**src/design/dmtq_pkg.sv**
```systemverilog
// Shared constants, codes and types of the delayed message timer queue.
`timescale 1ns / 1ps

package dmtq_pkg;

  // Number of entries held by the queue.
  localparam int QUEUE_DEPTH = 16;
  // Most entries that one tick may release.
  localparam int MAX_RESULTS = 16;

  localparam int DELTA_W = 16;
  localparam int ID_W    = 8;
  localparam int IDX_W   = $clog2(QUEUE_DEPTH);
  localparam int CNT_W   = $clog2(QUEUE_DEPTH + 1);
  localparam int REL_W   = $clog2(MAX_RESULTS + 1);

  typedef enum logic [1:0] {
    KIND_RELEASED  = 2'd0,
    KIND_ACCEPTED  = 2'd1,
    KIND_ZERO_DELAY = 2'd2,
    KIND_FULL      = 2'd3
  } kind_t;

  typedef enum logic [0:0] {
    OP_TICK     = 1'b0,
    OP_SCHEDULE = 1'b1
  } opcode_t;

  typedef enum logic [1:0] {
    ST_NONE     = 2'd0,
    ST_INSERT   = 2'd1,
    ST_POP      = 2'd2,
    ST_SET_HEAD = 2'd3
  } store_op_t;

  // Command from the sequencer to the entry store.
  typedef struct packed {
    store_op_t            op;
    logic [IDX_W-1:0]     pos;         // insert position
    logic [ID_W-1:0]      id;          // id of the new entry
    logic [DELTA_W-1:0]   delta;       // delta of the new entry, or new head delta
    logic [DELTA_W-1:0]   succ_delta;  // reduced delta of the entry after the new one
  } store_cmd_t;

endpackage

```
**src/design/dmtq_alu.sv**
```systemverilog
// Shared 16-bit subtractor used for the delta walk, successor repair and tick decrement.
`timescale 1ns / 1ps

module dmtq_alu (
  input  logic [dmtq_pkg::DELTA_W-1:0] a,
  input  logic [dmtq_pkg::DELTA_W-1:0] b,
  output logic [dmtq_pkg::DELTA_W-1:0] diff,
  output logic                         borrow,
  output logic                         zero
);

  logic [dmtq_pkg::DELTA_W:0] full_diff;

  assign full_diff = {1'b0, a} - {1'b0, b};
  assign diff      = full_diff[dmtq_pkg::DELTA_W-1:0];
  assign borrow    = full_diff[dmtq_pkg::DELTA_W];
  assign zero      = (diff == '0);

endmodule

```
**src/design/dmtq_store.sv**
```systemverilog
// Entry store of the delta list: ids and deltas with insert-shift and pop-shift.
`timescale 1ns / 1ps

module dmtq_store (
  input  logic                         clk,
  input  dmtq_pkg::store_cmd_t         cmd,
  input  logic [dmtq_pkg::IDX_W-1:0]   rd_pos,
  output logic [dmtq_pkg::DELTA_W-1:0] rd_delta,
  output logic [dmtq_pkg::ID_W-1:0]    head_id,
  output logic [dmtq_pkg::DELTA_W-1:0] head_delta,
  output logic [dmtq_pkg::DELTA_W-1:0] second_delta
);

  logic [dmtq_pkg::ID_W-1:0]    ids    [dmtq_pkg::QUEUE_DEPTH];
  logic [dmtq_pkg::DELTA_W-1:0] deltas [dmtq_pkg::QUEUE_DEPTH];

  assign rd_delta     = deltas[rd_pos];
  assign head_id      = ids[0];
  assign head_delta   = deltas[0];
  assign second_delta = deltas[1];

  always_ff @(posedge clk) begin
    for (int i = 0; i < dmtq_pkg::QUEUE_DEPTH; i++) begin
      unique case (cmd.op)
        dmtq_pkg::ST_INSERT: begin
          if (dmtq_pkg::IDX_W'(i) == cmd.pos) begin
            ids[i]    <= cmd.id;
            deltas[i] <= cmd.delta;
          end else if (dmtq_pkg::IDX_W'(i) > cmd.pos) begin
            if (i > 0) begin
              ids[i] <= ids[(i > 0) ? i - 1 : 0];
              if (dmtq_pkg::IDX_W'(i) == dmtq_pkg::IDX_W'(cmd.pos + 1'b1)) begin
                deltas[i] <= cmd.succ_delta;
              end else begin
                deltas[i] <= deltas[(i > 0) ? i - 1 : 0];
              end
            end
          end
        end
        dmtq_pkg::ST_POP: begin
          if (i < dmtq_pkg::QUEUE_DEPTH - 1) begin
            ids[i]    <= ids[(i < dmtq_pkg::QUEUE_DEPTH - 1) ? i + 1 : i];
            deltas[i] <= deltas[(i < dmtq_pkg::QUEUE_DEPTH - 1) ? i + 1 : i];
          end
        end
        dmtq_pkg::ST_SET_HEAD: begin
          if (i == 0) begin
            deltas[i] <= cmd.delta;
          end
        end
        default: begin
        end
      endcase
    end
  end

endmodule

```
**src/design/delayed_message_timer_queue_core.sv**
```systemverilog
// Top level of the delayed message timer queue: handshakes, sequencer and result register.
`timescale 1ns / 1ps

// Delta-list timer queue. Each input transaction is either a tick (tuser = 0) or a
// schedule request (tuser = 1) carrying a delay and a process id. Entries are kept in
// expiry order, each storing only its delay relative to the entry before it. A schedule
// request always produces exactly one result transaction with tlast set: accepted, zero
// delay rejected, or queue full, echoing the process id. A tick decrements the head
// delta; when it reaches zero, the head and all following zero-delta entries (at most
// sixteen) are released in order, one result each, with tlast on the final one. A tick
// on an empty queue, or one that only decrements, produces nothing. The block handles
// one transaction at a time and all arithmetic runs through a single 16-bit subtractor
// under a small sequencer. A rejected schedule is answered straight from idle. An
// accepted schedule walks past P entries (at most QUEUE_DEPTH - 1), one
// compare-and-subtract per cycle, and then inserts. A tick on an empty queue is dropped
// in idle; any other tick decrements the head, then releases expired entries one per
// cycle while the result register is free. A full result register stalls the
// sequencer until the downstream side takes the pending transaction. There is no
// clearing pass after reset; stale slots past the fill count never affect a result.
module delayed_message_timer_queue_core (
  input  logic        clk,
  input  logic        rst,
  input  logic        s_axis_tvalid,
  output logic        s_axis_tready,
  input  logic [23:0] s_axis_tdata,   // [15:0] delay_ticks, [23:16] process_id
  input  logic [0:0]  s_axis_tuser,   // [0] opcode
  output logic        m_axis_tvalid,
  input  logic        m_axis_tready,
  output logic [7:0]  m_axis_tdata,   // [7:0] released_id
  output logic [1:0]  m_axis_tuser,   // [1:0] kind
  output logic        m_axis_tlast    // last
);

  typedef enum logic [4:0] {
    S_IDLE    = 5'b00001,
    S_WALK    = 5'b00010,
    S_INSERT  = 5'b00100,
    S_DEC     = 5'b01000,
    S_RELEASE = 5'b10000
  } state_t;

  state_t state;

  logic [dmtq_pkg::CNT_W-1:0]   count;
  logic [dmtq_pkg::CNT_W-1:0]   pos;
  logic [dmtq_pkg::REL_W-1:0]   n_rel;
  logic [dmtq_pkg::DELTA_W-1:0] rem;
  logic [dmtq_pkg::ID_W-1:0]    sched_id;

  logic [dmtq_pkg::DELTA_W-1:0] in_delay;
  logic [dmtq_pkg::ID_W-1:0]    in_id;
  logic                         in_accept;
  logic                         out_free;
  logic                         out_load;

  dmtq_pkg::store_cmd_t         cmd;
  logic [dmtq_pkg::DELTA_W-1:0] rd_delta;
  logic [dmtq_pkg::ID_W-1:0]    head_id;
  logic [dmtq_pkg::DELTA_W-1:0] head_delta;
  logic [dmtq_pkg::DELTA_W-1:0] second_delta;

  logic [dmtq_pkg::DELTA_W-1:0] alu_a;
  logic [dmtq_pkg::DELTA_W-1:0] alu_b;
  logic [dmtq_pkg::DELTA_W-1:0] alu_diff;
  logic                         alu_borrow;
  logic                         alu_zero;

  logic                         walk_on;
  logic                         more_rel;

  assign in_delay  = s_axis_tdata[15:0];
  assign in_id     = s_axis_tdata[23:16];
  assign out_free  = !m_axis_tvalid || m_axis_tready;
  assign s_axis_tready = (state == S_IDLE) && out_free;
  assign in_accept = s_axis_tvalid && s_axis_tready;

  // A new result enters the output register this cycle; it replaces any result leaving it.
  assign out_load = ((state == S_IDLE) && in_accept
                     && (s_axis_tuser[0] == dmtq_pkg::OP_SCHEDULE)
                     && ((in_delay == '0)
                         || (count >= dmtq_pkg::CNT_W'(dmtq_pkg::QUEUE_DEPTH))))
                 || ((state == S_INSERT) && out_free)
                 || ((state == S_RELEASE) && (head_delta == '0) && out_free);

  // The walk continues while the remaining delay is strictly greater than the entry's delta.
  assign walk_on = (pos < count) && !alu_borrow && !alu_zero;

  // Another release follows if the next entry exists, has delta zero and the limit allows it.
  assign more_rel = (count > dmtq_pkg::CNT_W'(1))
                 && (n_rel + 1'b1 < dmtq_pkg::REL_W'(dmtq_pkg::MAX_RESULTS))
                 && (second_delta == '0);

  // Operand selection for the shared subtractor.
  always_comb begin
    unique case (state)
      S_INSERT: begin
        alu_a = rd_delta;
        alu_b = rem;
      end
      S_DEC: begin
        alu_a = head_delta;
        alu_b = dmtq_pkg::DELTA_W'(1);
      end
      default: begin
        alu_a = rem;
        alu_b = rd_delta;
      end
    endcase
  end

  dmtq_alu u_alu (
    .a      (alu_a),
    .b      (alu_b),
    .diff   (alu_diff),
    .borrow (alu_borrow),
    .zero   (alu_zero)
  );

  // Store command for this cycle.
  always_comb begin
    cmd            = '0;
    cmd.op         = dmtq_pkg::ST_NONE;
    cmd.pos        = pos[dmtq_pkg::IDX_W-1:0];
    cmd.id         = sched_id;
    cmd.delta      = rem;
    cmd.succ_delta = alu_diff;
    unique case (state)
      S_INSERT: begin
        if (out_free) begin
          cmd.op = dmtq_pkg::ST_INSERT;
        end
      end
      S_DEC: begin
        if (head_delta != '0) begin
          cmd.op    = dmtq_pkg::ST_SET_HEAD;
          cmd.delta = alu_diff;
        end
      end
      S_RELEASE: begin
        if (head_delta == '0 && out_free) begin
          cmd.op = dmtq_pkg::ST_POP;
        end
      end
      default: begin
      end
    endcase
  end

  dmtq_store u_store (
    .clk          (clk),
    .cmd          (cmd),
    .rd_pos       (pos[dmtq_pkg::IDX_W-1:0]),
    .rd_delta     (rd_delta),
    .head_id      (head_id),
    .head_delta   (head_delta),
    .second_delta (second_delta)
  );

  // Sequencer and result register.
  always_ff @(posedge clk) begin
    if (rst) begin
      state         <= S_IDLE;
      count         <= '0;
      m_axis_tvalid <= 1'b0;
    end else begin
      if (m_axis_tready && !out_load) begin
        m_axis_tvalid <= 1'b0;
      end
      unique case (state)
        S_IDLE: begin
          if (in_accept) begin
            if (s_axis_tuser[0] == dmtq_pkg::OP_SCHEDULE) begin
              if (in_delay == '0) begin
                m_axis_tvalid <= 1'b1;
                m_axis_tuser  <= dmtq_pkg::KIND_ZERO_DELAY;
                m_axis_tdata  <= in_id;
                m_axis_tlast  <= 1'b1;
              end else if (count >= dmtq_pkg::CNT_W'(dmtq_pkg::QUEUE_DEPTH)) begin
                m_axis_tvalid <= 1'b1;
                m_axis_tuser  <= dmtq_pkg::KIND_FULL;
                m_axis_tdata  <= in_id;
                m_axis_tlast  <= 1'b1;
              end else begin
                rem      <= in_delay;
                sched_id <= in_id;
                pos      <= '0;
                state    <= S_WALK;
              end
            end else if (count != '0) begin
              n_rel <= '0;
              state <= S_DEC;
            end
          end
        end
        S_WALK: begin
          if (walk_on) begin
            rem <= alu_diff;
            pos <= pos + 1'b1;
          end else begin
            state <= S_INSERT;
          end
        end
        S_INSERT: begin
          if (out_free) begin
            count         <= count + 1'b1;
            m_axis_tvalid <= 1'b1;
            m_axis_tuser  <= dmtq_pkg::KIND_ACCEPTED;
            m_axis_tdata  <= sched_id;
            m_axis_tlast  <= 1'b1;
            state         <= S_IDLE;
          end
        end
        S_DEC: begin
          state <= S_RELEASE;
        end
        S_RELEASE: begin
          if (head_delta != '0) begin
            state <= S_IDLE;
          end else if (out_free) begin
            m_axis_tvalid <= 1'b1;
            m_axis_tuser  <= dmtq_pkg::KIND_RELEASED;
            m_axis_tdata  <= head_id;
            m_axis_tlast  <= !more_rel;
            count         <= count - 1'b1;
            n_rel         <= n_rel + 1'b1;
            if (!more_rel) begin
              state <= S_IDLE;
            end
          end
        end
        default: begin
          state <= S_IDLE;
        end
      endcase
    end
  end

  a_count_bound: assert property (@(posedge clk) disable iff (rst)
    count <= dmtq_pkg::CNT_W'(dmtq_pkg::QUEUE_DEPTH))
    else $error("entry count exceeds queue depth");

  a_walk_in_range: assert property (@(posedge clk) disable iff (rst)
    (state == S_WALK) |-> (pos <= count))
    else $error("insert walk passed the fill count");

  a_insert_grows: assert property (@(posedge clk) disable iff (rst)
    (state == S_INSERT && out_free) |=> (count == $past(count) + 1'b1))
    else $error("insert did not grow the queue by one");

  a_release_result: assert property (@(posedge clk) disable iff (rst)
    (state == S_RELEASE && out_free && head_delta == '0) |=>
      (m_axis_tvalid && m_axis_tuser == dmtq_pkg::KIND_RELEASED))
    else $error("expired head was not presented as a release");

endmodule

```
**config.mk**
```make
export PLATFORM = sky130hd
export DESIGN_NAME = delayed_message_timer_queue_core
export DESIGN_NICKNAME = d
export VERILOG_FILES = /design/src/design/dmtq_pkg.sv /design/src/design/dmtq_alu.sv /design/src/design/dmtq_store.sv /design/src/design/delayed_message_timer_queue_core.sv
export SDC_FILE = /design/constraint.sdc
export NUM_CORES = 1
export LEC_CHECK = 0
export CAP_MARGIN = 20
export CORE_AREA = 2 2 212 297
export DETAILED_ROUTE_END_ITERATION = 12
export DIE_AREA = 0 0 214 299
export DONT_BUFFER_PORTS = 1
export GPL_TIMING_DRIVEN = 1
export SETUP_SLACK_MARGIN = 0.5
export SYNTH_ARGS = -nofsm -noshare
export SYNTH_HDL_FRONTEND = slang
export SYNTH_SLANG_ARGS = --single-unit
```
**constraint.sdc**
```tcl
create_clock -name clk -period 14.4 [get_ports clk]
set_clock_uncertainty 0.05 [all_clocks]
set_input_delay 1.44 -clock clk [delete_from_list [all_inputs] [get_ports clk]]
set_output_delay 1.44 -clock clk [all_outputs]
set_load 0.05 [all_outputs]
```
* After elaboration in Yosys (flattened, before gate mapping)
Memories as Yosys holds them, arrays and structs flattened. A register that Yosys moved wholly into a read port is not among the register bits.
Index checks and enable logic that the tools add are counted.
** Word-level totals
- Bits in registers :: 56
- Memory bits (writable) :: 384
- Input bits :: 29
- Output and inout bits :: 13
- Logic and storage cells :: 623
- Memories :: 2
** Cells by class
- $add $sub $neg :: 6
- Order comparisons :: 19
- Eq/ne operators :: 55
- Muxes and demuxes :: 412
- Bitwise operators :: 79
- Reduce and logical (&&, ||, !) cells :: 40
** Memories
- u_store.deltas :: depth 16, width 16, read ports 17, clocked after Yosys merged registers in 1, write ports 16, line dmtq_store.sv:15 : logic [dmtq_pkg::DELTA_W-1:0] deltas [dmtq_pkg::QUEUE_DEPTH];
- u_store.ids :: depth 16, width 8, read ports 16, clocked after Yosys merged registers in 0, write ports 16, line dmtq_store.sv:14 : logic [dmtq_pkg::ID_W-1:0] ids [dmtq_pkg::QUEUE_DEPTH];
** Operator list (count)
- $mux W16 :: 53
- $mux W8 :: 37
- $mux W1 :: 277
- $mux W5 :: 23
- $pmux W16 S2 :: 3
- $or A1 B1 Y1 :: 76
- $eq A4 B4 Y1 const A :: 16
- $logic_not A16 Y1 :: 4
- $eq A3 B4 Y1 const A :: 8
- $gt A4 B4 Y1 const A :: 8
- $pmux W5 S2 :: 3
- $pmux W5 S5 :: 1
- $pmux W8 S3 :: 1
- $ne A2 B2 Y1 const B :: 10
- $mux W2 :: 9
- $sub A16 B16 Y17 :: 1
- $eq A2 B4 Y1 const A :: 4
- $gt A3 B4 Y1 const A :: 4
- $reduce_and A8 Y1 :: 2
- $reduce_bool A16 Y1 :: 1
- $add A5 B1 Y5 const B :: 3
- $logic_and A1 B1 Y1 :: 14
- $reduce_and A7 Y1 :: 2
- $pmux W2 S3 :: 2
- other kinds (31) :: 49

* Logic depth before layout (Yosys ltp)
Gate-level depths: netlist of run 1.
- Depth in word-level cells :: 17
- Depth in mapped cells :: 19
- Mapped depth without buffers :: 17

* Hierarchy
Synthesis of run 1 repeated with hierarchy kept, for this count alone.
** Unflattened totals
- Cell total of the unflattened synthesis :: 2799
- Area, all modules :: 27487.6 um2
** Modules (own cells, without submodules)
- dmtq_store :: instances 1, cells each 2286, area an instance 23040.8 um2, sequential area each 11531.1 um2
- delayed_message_timer_queue_core :: instances 1, cells each 377, area an instance 3482.1 um2, sequential area each 1571.5 um2
- dmtq_alu :: instances 1, cells each 136, area an instance 964.7 um2, sequential area each 0.0 um2

* Worst setup path after synthesis of run 1
OpenSTA, ideal clock, no wires.
- Path type :: register to register
- Start point :: register with a tool-made name
- End point :: register pos[0] (netlist bit) (enable)
- Setup time :: 0.341 ns
- Arrival :: 5.117 ns
- Data required time :: 14.009 ns
- Setup slack :: 8.892 ns
- Stages on the path, launching flop included :: 17
- Path buffers :: 2
- Clock period less this slack :: 5.508 ns
- Cells stage by stage :: dfxtp_1 > clkbuf_1 > buf_1 > mux4_2 > mux4_2 > nor2_1 > o21ai_0 > ha_1 > fa_1 > xor2_1 > nand3_1 > a221oi_1 > and4_1 > nand4_1 > o41ai_4 > a21o_2 > inv_1
** RTL lines
- end signal, assigned :: line delayed_message_timer_queue_core.sv:198 : pos <= pos + 1'b1;
- end, declared :: line delayed_message_timer_queue_core.sv:45 : logic [dmtq_pkg::CNT_W-1:0] pos;

==> results.sh, run 1 <==
export IMPL_status="completed"
export IMPL_synth_common_cells="683 x nand2_1, 448 x o21ai_0, 429 x edfxtp_1"
export IMPL_fin_area_mm2=0.0296
export IMPL_drc=0
export IMPL_vias_per_cell=6.53
export IMPL_regToRegSetupSlack_ns=6.99
export IMPL_crit_required_ns=14.52
export IMPL_post_dp_cell_area_mm2=0.0280
export IMPL_dpl_hpwl_um=63900
export IMPL_drv_slew=0
export IMPL_crit_path_top_delay_cell="xnor2_2"
export IMPL_r2r_end="rem[2]"
export IMPL_wl_um=96800
export IMPL_yosys_area_top_type_share_pct=47.1
export IMPL_yosys_register_bits=444
export IMPL_clock_sinks=444
export IMPL_power_density_mw_per_mm2=185
export IMPL_synth_cells=2942
export IMPL_numCtsBuffers=48
export IMPL_clockBufferDepth=3
export IMPL_maxSlewHeadroom_pct=19.3
export IMPL_async_flop_share_pct=0
export IMPL_initial_core_util_pct=44.5
export IMPL_hold_viol=0
export IMPL_maxClockFrequency_mhz=135
export IMPL_cp_max_fo=36
export IMPL_grt_pass1_wl_um=147000
export IMPL_grt_pass1_vias=23700
export IMPL_path_cells="buf_4, mux4_2, mux4_2, and2_0, a221oi_1, fa_1, nor2b_4, o31ai_2, nand2_1, xnor2_2, and4_1, nand4_1, o41ai_4, a21o_2, inv_1"
export IMPL_ctsHoldBuffers=0
export IMPL_synth_edff_count=429
export IMPL_worstSetupStartpointType="flop"
export IMPL_antenna_found_initial=1
export IMPL_finalCritPeriodShare_pct=51.4
export IMPL_cts_root_buffer="clkbuf_16"
export IMPL_intPower_mw=3.00
export IMPL_die_area_mm2=0.0640
export IMPL_path_buf_inv=2
export IMPL_cp_end_kind="flop"
export IMPL_path_delay_family="compound AO/OA/AOI/OAI gates"
export IMPL_seqPwrFrac_pct=29.5
export IMPL_reg2reg_depth=15
export IMPL_synth_nets=3002
export IMPL_via_count=23800
export IMPL_synth_cell_types=67
export IMPL_cts_repair_resized=0
export IMPL_yosysTopAreaCell="edfxtp_1"
export IMPL_ir_drop_mv=0.303
export IMPL_ys_top_cells_by_area="edfxtp_1 47%, nand2_1 9.4%, o21ai_0 8.2%, mux4_2 6.6%, o211ai_1 4.4%"
export IMPL_rsz0062_at_grt="false"
export IMPL_nets=2850
export IMPL_syn_area_mm2=0.0274
export IMPL_grt_max_degree=98
export IMPL_ant_nets=0
export IMPL_die_width_um=214
export IMPL_fin_util_pct=48.1
export IMPL_p_leak_nw=9.92
export IMPL_hp_class="flop to flop"
export IMPL_synth_main_ff_cell="edfxtp_1"
export IMPL_io_pins=42
export IMPL_avgSynthCellArea_um2=9.31
export IMPL_cts_tree="done"
export IMPL_routabilityCongestion=0.897
export IMPL_yosysSeqAreaShare_pct=48.2
export IMPL_worstHoldStart="u_store.ids[1][62]"
export IMPL_critPathKind="flop to flop"
export IMPL_port_buffers=0
export IMPL_p_sw_share_pct=45.2
export IMPL_clkPwrFrac_pct=22.6
export IMPL_wl_per_cell_um=26.5
export IMPL_clock_latency_ns=0.60
export IMPL_ys_warn_count=0
export IMPL_fp_dieH_um=299
export IMPL_htreeDepth=2
export IMPL_worst_ep_arrival_time_ns=7.53
export IMPL_grt_usage_pct=29.8
export IMPL_num_antenna_cells=0
export IMPL_first_pass_iters=6
export IMPL_maxCapViolCount=0
export IMPL_period_minus_slack_ns=7.41
export IMPL_overflow=0
export IMPL_cpMostUsedCell="mux4_2"
export IMPL_post_cts_buffers=0
export IMPL_core_mm2=0.0615
export IMPL_holdPathEnd="u_store.ids[1][54]"
export IMPL_drive_above_1_share_pct=9.87
export IMPL_synth_most_common_cell="nand2_1"
export IMPL_setup_viol=0
export IMPL_power_switching_mw=2.48
export IMPL_std_cell_rows=108
export IMPL_fin_tns_setup_ns=0
export IMPL_p_comb_share_pct=47.9
export IMPL_worst_pin_slew_ns=1.21
export IMPL_area_delta_synth_final_pct=8.05
export IMPL_clk_pin_slew_ns=0.06
export IMPL_drtIter0Drc=2819
export IMPL_min_path_cells=2
export IMPL_crit_path_max_incr_delay_ns=0.87
export IMPL_holdWs_ns=0.492
==> layout by cell type (no fill, tap or decap), drive strengths merged, types with 11 or more instances in the layout <==
master,Yosys,final
nand2,683,683
o21ai,478,478
edfxtp,429,429
nor2,256,256
o211ai,160,160
a21oi,102,102
a22oi,85,85
a31oi,85,85
mux4,80,80
buf,72,79
clkbuf,210,63
mux2i,32,32
ha,30,30
inv,22,22
clkinv,0,22
mux2,17,17
nor4,16,16
nor3,15,15
dfxtp,15,15
xnor2,15,15
a211oi,13,13
o21a,12,12
and2,11,11
==> how the worst max path moves through the flow <==
stage / slack (ns) / startpoint / to / cells after the start
2_1_floorplan: 8.89 / flop / pos[0] / 16
3_3_place_gp: 7.11 / flop / rem[12] / 15
3_5_place_dp: 7.00 / flop / rem[14] / 15
4_1_cts: 6.97 / flop / rem[2] / 15
5_1_grt: 6.50 / flop / rem[2] / 15
6_report: 6.99 / flop / rem[2] / 15
==> layout make-up <==
| class | count | area, µm² |
|---|---|---|
| fillers | 5780 | 31900 |
| repair buffers | 80 | 649 |
| clock buffers | 62 | 1300 |
| clock inverters | 25 | 193 |
| multi-input cells | 2194 | 13100 |
| inverters | 22 | 82.6 |
| well taps | 825 | 1030 |
| flip-flops and latches | 444 | 13200 |
==> worst min-delay path: stages (launching register included) <==
cell	delay, ns
edfxtp_1	0.33
nand2_1	0.04
o21ai_0	0.06
==> through the flow <==
step                power (mW)  worst slack (ns)  instances
global route              5.70              6.50       3652
floorplan                 3.34              8.89       2942
detailed placement        4.18              7.00       3558
global placement          4.14              7.11       3557
CTS                       5.41              6.97       3645
finish                    5.48              6.99       3652
==> registers in the layout (all words and copies together), names as in the netlist, 2 cells and up, named ones only <==
signal	count
count	5
m_axis_tdata	8
pos	5
sched_id	8
n_rel	5
state	5
m_axis_tuser	2
u_store.ids	128
rem	16
u_store.deltas	256
==> power by group through the flow <==
stage / sequential [mW] / clock (mW) / combinational, mW
6_report: 1.62 / 1.24 / 2.63
5_1_grt: 1.63 / 1.29 / 2.79
4_1_cts: 1.62 / 1.25 / 2.54
3_5_place_dp: 1.65 / 0 / 2.54
3_3_place_gp: 1.64 / 0 / 2.50
2_1_floorplan: 1.57 / 0 / 1.76
==> layer usage <==
| metal | vias up | wire (µm) | track usage [%] |
|---|---|---|---|
| met2 | 1229 | 47800 | 51.1 |
| met4 | 0 | 6980 | 19.3 |
| met1 | 11800 | 34600 | 35.2 |
| met3 | 296 | 7410 | 4.17 |
| li1 | 10500 | - | - |
| met5 | - | 0 | 0 |
==> cells by family after synthesis <==
kind of cell	after synthesis	share of synthesized area, %
AOI/OAI and AO/OA	982	21.8
buffers and inverters	304	4.29
muxes	129	8.45
adders and majority gates	31	1.44
DFF	444	48.2
and+or+nand+nor	1029	15.0
xor gates and xnor gates	23	0.900
(Power assumes the default switching activity.)
==> run 2: changes to the inputs <==
==> constraint.sdc (replaced) <==
create_clock -name clk -period 7.2 [get_ports clk]
set_clock_uncertainty 0.05 [all_clocks]
set_input_delay 0.72 -clock clk [delete_from_list [all_inputs] [get_ports clk]]
set_output_delay 0.72 -clock clk [all_outputs]
set_load 0.05 [all_outputs]
==> results.sh, run 2 (synthesis results as in run 1) <==
export IMPL_largest_register="u_store.deltas"
export IMPL_clock_sinks=444
export IMPL_power_total_mw=11.1
export IMPL_seqPwrFrac_pct=28.9
export IMPL_die_area_mm2=0.0640
export IMPL_fin_area_mm2=0.0298
export IMPL_port_buffers=0
export IMPL_drtIter0Drc=2203
export IMPL_met2_usage_pct=50.5
export IMPL_worst_pin_slew_ns=1.16
export IMPL_met1_usage_pct=33.7
export IMPL_via_count=23700
export IMPL_first_pass_iters=5
export IMPL_drv_slew=0
export IMPL_htreeDepth=2
export IMPL_dp_cells=3565
export IMPL_grt_usage_pct=29.4
export IMPL_maxClockFrequency_mhz=159
export IMPL_p_comb_share_pct=48.5
export IMPL_reg_largest_list="u_store.deltas x256, u_store.ids x128, rem x16"
export IMPL_initial_core_util_pct=44.5
export IMPL_largest_reg_flops=256
export IMPL_power_density_mw_per_mm2=372
export IMPL_reg2reg_depth=17
export IMPL_core_mm2=0.0615
export IMPL_status="completed"
export IMPL_p_leak_nw=10.0
export IMPL_io_pins=42
export IMPL_ant_nets=0
export IMPL_crit_end="rem[11]"
export IMPL_clockBufferDepth=3
export IMPL_clk_pin_slew_ns=0.07
export IMPL_num_antenna_cells=0
export IMPL_hold_viol=0
export IMPL_die_width_um=214
export IMPL_wl_per_cell_um=25.9
export IMPL_worstSetupStartpointType="flop"
export IMPL_fin_tns_setup_ns=0
export IMPL_antenna_found_initial=1
export IMPL_cts_tree="done"
export IMPL_critPathKind="flop to flop"
export IMPL_final_cell_mix="682 x nand2_1, 439 x o21ai_0, 429 x edfxtp_1, 251 x nor2_1, 160 x o211ai_1"
export IMPL_setup_viol=0
export IMPL_vias_per_cell=6.47
export IMPL_busiest_layer="met2"
export IMPL_regToRegSetupSlack_ns=0.93
export IMPL_drc=0
export IMPL_fp_dieH_um=299
export IMPL_r2r_end="rem[11]"
export IMPL_overflow=0
export IMPL_wl_um=95000
export IMPL_worst_ep_arrival_time_ns=6.40
export IMPL_crit_required_ns=7.33
export IMPL_post_cts_buffers=0
export IMPL_grt_pass1_vias=23600
export IMPL_finalCritPeriodShare_pct=87.1
export IMPL_rsz0062_at_grt="false"
export IMPL_hp_class="input port to flop"
export IMPL_met3_usage_pct=3.64
export IMPL_drive_above_1_share_pct=10.5
export IMPL_maxSlewHeadroom_pct=22.5
export IMPL_period_minus_slack_ns=6.27
export IMPL_nets=2862
export IMPL_clock_latency_ns=0.61
export IMPL_std_cell_rows=108
export IMPL_routabilityCongestion=0.908
export IMPL_p_sw_share_pct=44.0
export IMPL_power_switching_mw=4.89
export IMPL_grt_max_degree=141
export IMPL_final_common_cell="nand2_1"
export IMPL_cts_root_buffer="clkbuf_16"
export IMPL_cp_max_fo=54
export IMPL_finalNonFillerCells=3665
export IMPL_area_delta_synth_final_pct=9.04
export IMPL_post_dp_cell_area_mm2=0.0281
export IMPL_grt_pass1_wl_um=144000
export IMPL_cp_end_kind="flop"
export IMPL_intPower_mw=6.22
export IMPL_ir_drop_mv=0.411
export IMPL_holdWs_ns=0.124
export IMPL_maxCapViolCount=0
export IMPL_dpl_hpwl_um=66100
export IMPL_clkPwrFrac_pct=22.6
export IMPL_ctsHoldBuffers=0
export IMPL_numCtsBuffers=48
run 2: cell types whose count changed in the layout (fill, tap and decap cells not counted), sizes merged:
cell,change
clkinvlp,+2
clkinv,-3
clkbuf,+2
bufinv,+1
buf,+11
run 2: cell type report:
class / instances / area [µm²]
Multi-Input combinational cell: 2194 / 13100
Fill cell: 5735 / 31600
Clock inverter: 25 / 235
Inverter: 22 / 82.6
Clock buffer: 63 / 1300
Sequential cell: 444 / 13200
Timing Repair Buffer: 92 / 870
Tap cell: 825 / 1030
run 2: how the worst min path moves through the flow:
stage                                  start                  to  cells after the start
after global routing                     rst            count[0]                      1
after floorplan           u_store.ids[1][56]  u_store.ids[1][48]                      2
after detailed placement  u_store.ids[1][56]  u_store.ids[1][48]                      2
final                                    rst            count[2]                      1
after CTS                                rst            count[2]                      1
after global placement    u_store.ids[1][59]  u_store.ids[1][51]                      2
run 2: repair_timing:
item                                    4_1_cts  5_1_grt
endpoints found under the setup margin        0       21
gates resized for setup                       0        1
hold endpoints to repair                      0        0
run 2: critical path: stages, from the launching register on:
cell and delay, ns:
dfxtp_4 0.57, buf_12 0.44, mux4_2 0.60, mux4_2 0.56, nor2_1 0.11, o21ai_0 0.09
ha_1 0.25, fa_1 0.50, nor2b_4 0.15, o31ai_2 0.10, a211o_1 0.31, and4b_1 0.21
o32ai_4 0.11, buf_4 0.31, nand3_1 0.17, o41ai_4 0.56, a21o_2 0.29, inv_1 0.42
run 2: routing by layer:
metal | part of all wire [%] | routed length, µm
met5 | 0 | 0
met1 | 36 | 34100
met3 | 5.8 | 5520
met4 | 8.4 | 8000
met2 | 50 | 47400
run 2: through the flow:
| stage | utilization [%] | setup slack [ns] |
|---|---|---|
| 2_1_floorplan | - | 1.69 |
| 3_3_place_gp | 45.7 | 0.984 |
| 3_5_place_dp | 45.7 | 0.768 |
| 4_1_cts | 48.2 | 0.748 |
| 5_1_grt | 48.5 | 0.618 |
| 6_report | 48.5 | 0.929 |
run 2: power by group through the flow:
stage	combinational (mW)	sequential [mW]	clock, mW
final	5.38	3.21	2.51
after detailed placement	5.25	3.27	0
after global routing	5.72	3.23	2.63
after floorplan	3.53	3.14	0
after CTS	5.27	3.22	2.53
after global placement	5.15	3.27	0
